$ cat src/rtl/ism_pkg.sv
// ----------------------------------------------------------------------------
// ism_pkg
// Types and constants shared by the interval sort/merge core.
// ----------------------------------------------------------------------------
package ism_pkg;

   localparam int MAX_RANGES = 16;
   localparam int VAL_W      = 53;
   localparam int CNT_W      = $clog2(MAX_RANGES + 1);

   typedef logic [VAL_W-1:0] val_type;
   typedef logic [CNT_W-1:0] cnt_type;

   typedef struct packed {
      val_type lo;
      val_type hi;
   } entry_type;

   // controller -> datapath
   typedef struct packed {
      logic insert;   // store incoming range
      logic load;     // head -> current merged range
      logic absorb;   // head overlaps, widen current high
      logic split;    // emit current, head starts new range
      logic finish;   // emit last range, end batch
      logic clear;    // end batch with nothing stored
   } cmd_type;

   // datapath -> controller
   typedef struct packed {
      logic cnt_zero;
      logic overlap;
      logic out_free;
   } status_type;

endpackage

$ cat src/rtl/ism_ctrl.sv
// ----------------------------------------------------------------------------
// ism_ctrl
// Batch controller: accepts ranges, then walks the store to merge them.
// ----------------------------------------------------------------------------
module ism_ctrl (
   input  logic                clock,
   input  logic                reset,
   input  logic                req_valid,
   input  logic                req_last,
   output logic                req_ready,
   input  ism_pkg::status_type sts,
   output ism_pkg::cmd_type    cmd
);

   typedef enum logic [1:0] {
      ST_IDLE,
      ST_LOAD,
      ST_MERGE
   } state_type;

   state_type state_ff, state_in;

   always_comb begin
      state_in  = state_ff;
      cmd       = '0;
      req_ready = 1'b0;
      unique case (state_ff)
         ST_IDLE: begin
            req_ready  = 1'b1;
            cmd.insert = req_valid;
            if (req_valid && req_last) begin
               state_in = ST_LOAD;
            end
         end
         ST_LOAD: begin
            if (sts.cnt_zero) begin
               cmd.clear = 1'b1;
               state_in  = ST_IDLE;
            end else begin
               cmd.load = 1'b1;
               state_in = ST_MERGE;
            end
         end
         ST_MERGE: begin
            if (sts.cnt_zero) begin
               if (sts.out_free) begin
                  cmd.finish = 1'b1;
                  state_in   = ST_IDLE;
               end
            end else if (sts.overlap) begin
               cmd.absorb = 1'b1;
            end else if (sts.out_free) begin
               cmd.split = 1'b1;
            end
         end
         default: state_in = ST_IDLE;
      endcase
   end

   always_ff @(posedge clock) begin
      if (reset) begin
         state_ff <= ST_IDLE;
      end else begin
         state_ff <= state_in;
      end
   end

endmodule

$ cat config.mk
export PLATFORM = sky130hd
export DESIGN_NAME = ism_ctrl
export DESIGN_NICKNAME = d
export VERILOG_FILES = /design/src/rtl/ism_pkg.sv /design/src/rtl/ism_ctrl.sv
export SDC_FILE = /design/constraint.sdc
export NUM_CORES = 1
export LEC_CHECK = 0
export BUFFER_PORTS_ARGS = -buffer_cell sky130_fd_sc_hd__buf_2
export CELL_PAD_IN_SITES_DETAIL_PLACEMENT = 1
export CELL_PAD_IN_SITES_GLOBAL_PLACEMENT = 2
export CORE_AREA = 2 2 39 41
export CTS_CLUSTER_SIZE = 20
export DETAILED_ROUTE_END_ITERATION = 10
export DIE_AREA = 0 0 41 43
export HOLD_SLACK_MARGIN = 0.02
export MAX_ROUTING_LAYER = met4
export PLACE_DENSITY_LB_ADDON = 0.05
export SLEW_MARGIN = 10
export SYNTH_ARGS = -nofsm -noshare
export SYNTH_HDL_FRONTEND = slang
export SYNTH_SLANG_ARGS = --single-unit
$ cat constraint.sdc
create_clock -name clock -period 1.4 [get_ports clock]
set_input_delay 0.28 -clock clock [delete_from_list [all_inputs] [get_ports clock]]
set_output_delay 0.28 -clock clock [all_outputs]
set_load 0.01 [all_outputs]
==> flow_metrics.tcl <==
set metrics [dict create \
    worstMarginPinSlew_ns 0.189 \
    tns_ns 0 \
    cts_num_sinks 2 \
    synthesis.area_sq_um 139 \
    cap_viol_max_count 0 \
    wirelength_um 468 \
    synth_edf_count 0 \
    grt_start_max_net_pins 6 \
    crit_arrival_ns 1.06 \
    drc 0 \
    synth_nets 23 \
    synthTopCellsByCount "2 x dfxtp_1, 2 x nand2_1, 2 x nor2_1, 2 x nor3b_1" \
    dp_hpwl_um 375 \
    cp.required_ns 1.12 \
    largest_reg_flops 2 \
    fill_cells 170 \
    rows 14 \
    grt_pass1_vias 194 \
    synthTopCellsByArea "dfxtp_1 29%, nor3b_1 11%, nor4b_2 11%" \
    diodes 0 \
    syn_to_final_growth_pct 104 \
    fin_crit_sh_pct 95.7 \
    gr-total-overflow 0 \
    die_width_um 41 \
    drtAntennaViolNets 0 \
    timing.final.ws_setup_ns 0.0600 \
    drtIter0Drc 2 \
    vdd_ir_drop_max_uv 242 \
    h-tree-depth 1 \
    pre_cts_slack_ns 0.147 \
    hold_violations 0 \
    grt.total_usage_pct 7.48 \
    hp-class "input pin to flip-flop" \
    clock_latency_ns 0.23 \
    portBuffers 13 \
    synth_top_area_cell "dfxtp_1" \
    power.leakage_nw 0.139 \
    cts_buffers 3 \
    netlist.area_leader.share_pct 28.8 \
    viasPerCell 3.75 \
    die_h_um 43 \
    cts-root-buf "clkbuf_4" \
    syn_inst 16 \
    multi_input_area_sq_um 96.3 \
    wire_per_inst_um 9.18 \
    antenna_found_initial 0 \
    final_core_util_pct 20.4 \
    ys_ff_latch 2 \
    clock.fmax_ghz 0.746 \
    seq_area_frac_synth_pct 28.8 \
    clockBufferDepth 2 \
    grt_first_pass_wirelength_um 745 \
    synth_area_per_cell_sq_um 8.68 \
    fin_nets 44 \
    period_needed_ns 1.34 \
    yosysWarnings 0 \
    synth-async-reset-ratio_pct 0 \
    drv_slew 0 \
    start_kind "flip-flop" \
    ioPinCount 14 \
    reg_top3 "state_ff (2)" \
    vias 191 \
    initial_core_util_pct 10.0 \
    area.sequential_sq_um 45.0 \
    cts_tree "yes" \
    outcome "finished clean" \
    gp_congestion 0.526 \
    die-area_sq_mm 0.00176 \
    crit_fanout 4 \
    synthFlopType "dfxtp_1" \
    synth_cell_type_count 12 \
    cts_hold_buf 0 \
    drive_gt1_share_pct 80.0 \
    rsz0062_at_grt "yes" \
    worstSetupPathType "flip-flop to primary output" \
    p_per_area_mw_per_mm2 817 \
    top_register "state_ff" \
    end_kind "primary output" \
    final-setup-viol-count 0 \
    core_sq_mm 0.00138 \
    slew_headroom_pct 87.4 \
    first_pass_iters 3 \
    clkSlewWorstSetupHoldPaths_ns 0.03 \
    clock_skew_ns 0.00344 \
]
-- repair_timing --
action                                  in CTS  in global routing
endpoints found under the setup margin       2                  3
pin swaps                                    1                  1
resized for setup                            5                  1
setup buffers                                4                  0
-- final timing paths --
check                           cells after the start        start          end  slack [ns]
worst min-delay path                                2        reset  state_ff[1]        0.21
worst max-delay path                                3  state_ff[1]       cmd[4]        0.06
worst min register to register                      2  state_ff[1]  state_ff[1]        0.57
worst max register to register                      4  state_ff[0]  state_ff[1]        0.46
-- power by group --
part,internal [W],leakage (nW),switching [W]
logic,0.0000238,0.108,0.0000189
clock network,0.0000946,0.0138,0.0000336
registers,0.0000584,0.0175,0.00000183
total,0.000177,0.139,0.0000543
-- through the flow --
stage	area [sq um]	power (W)	hold WS [ns]	cells
finish	283	0.000231	0.214	51
global route	283	0.000251	0.216	51
CTS	277	0.000240	0.206	51
detailed placement	216	0.0000976	0.455	44
global placement	216	0.0000975	0.457	44
floorplan	139	0.0000793	0.352	16
-- cell usage in the layout (no fill, tap or decap) --
| cell type | synthesis | layout |
|---|---|---|
| buf_4 | 1 | 4 |
| dfxtp_4 | 0 | 1 |
| and3b_1 | 1 | 1 |
| nor3b_4 | 0 | 1 |
| nor3b_1 | 2 | 2 |
| nor2_2 | 1 | 1 |
| nor2_1 | 2 | 2 |
| a31oi_1 | 1 | 1 |
| dfxtp_2 | 0 | 1 |
| buf_2 | 0 | 13 |
| and2_4 | 1 | 1 |
| nand2_2 | 0 | 1 |
| nor4b_2 | 1 | 1 |
| clkbuf_4 | 0 | 3 |
| nand2_1 | 2 | 1 |
| inv_2 | 0 | 1 |
-- cell type report --
type / count / area share (%)
multi-input cells: 12 / 34.1
inverters: 1 / 1.33
clock buffers: 3 / 7.96
well taps: 16 / 7.08
flip-flops and latches: 2 / 15.9
repair buffers: 17 / 33.6
-- cell families after synthesis --
kind of cell | count (synthesis) | share of synthesized area, %
AOI/OAI and AO/OA | 1 | 4.51
buffers and inverters | 2 | 8.11
DFF | 2 | 28.8
and+or+nand+nor | 11 | 58.6
-- metal layers --
layer | routed length, um | share of wire (%) | GRT usage, %
met1 | 170 | 36 | 6.98
met2 | 239 | 51 | 9.38
met3 | 41 | 8.8 | 3.14
met4 | 16 | 3.4 | 10.0
met5 | 0 | 0 | -
-- worst max-delay path, stage by stage, from the launching register on --
cell and delay, ns:
dfxtp_4 0.34, buf_4 0.14, nor3b_4 0.20, buf_2 0.16
(Power assumes the default switching activity.)
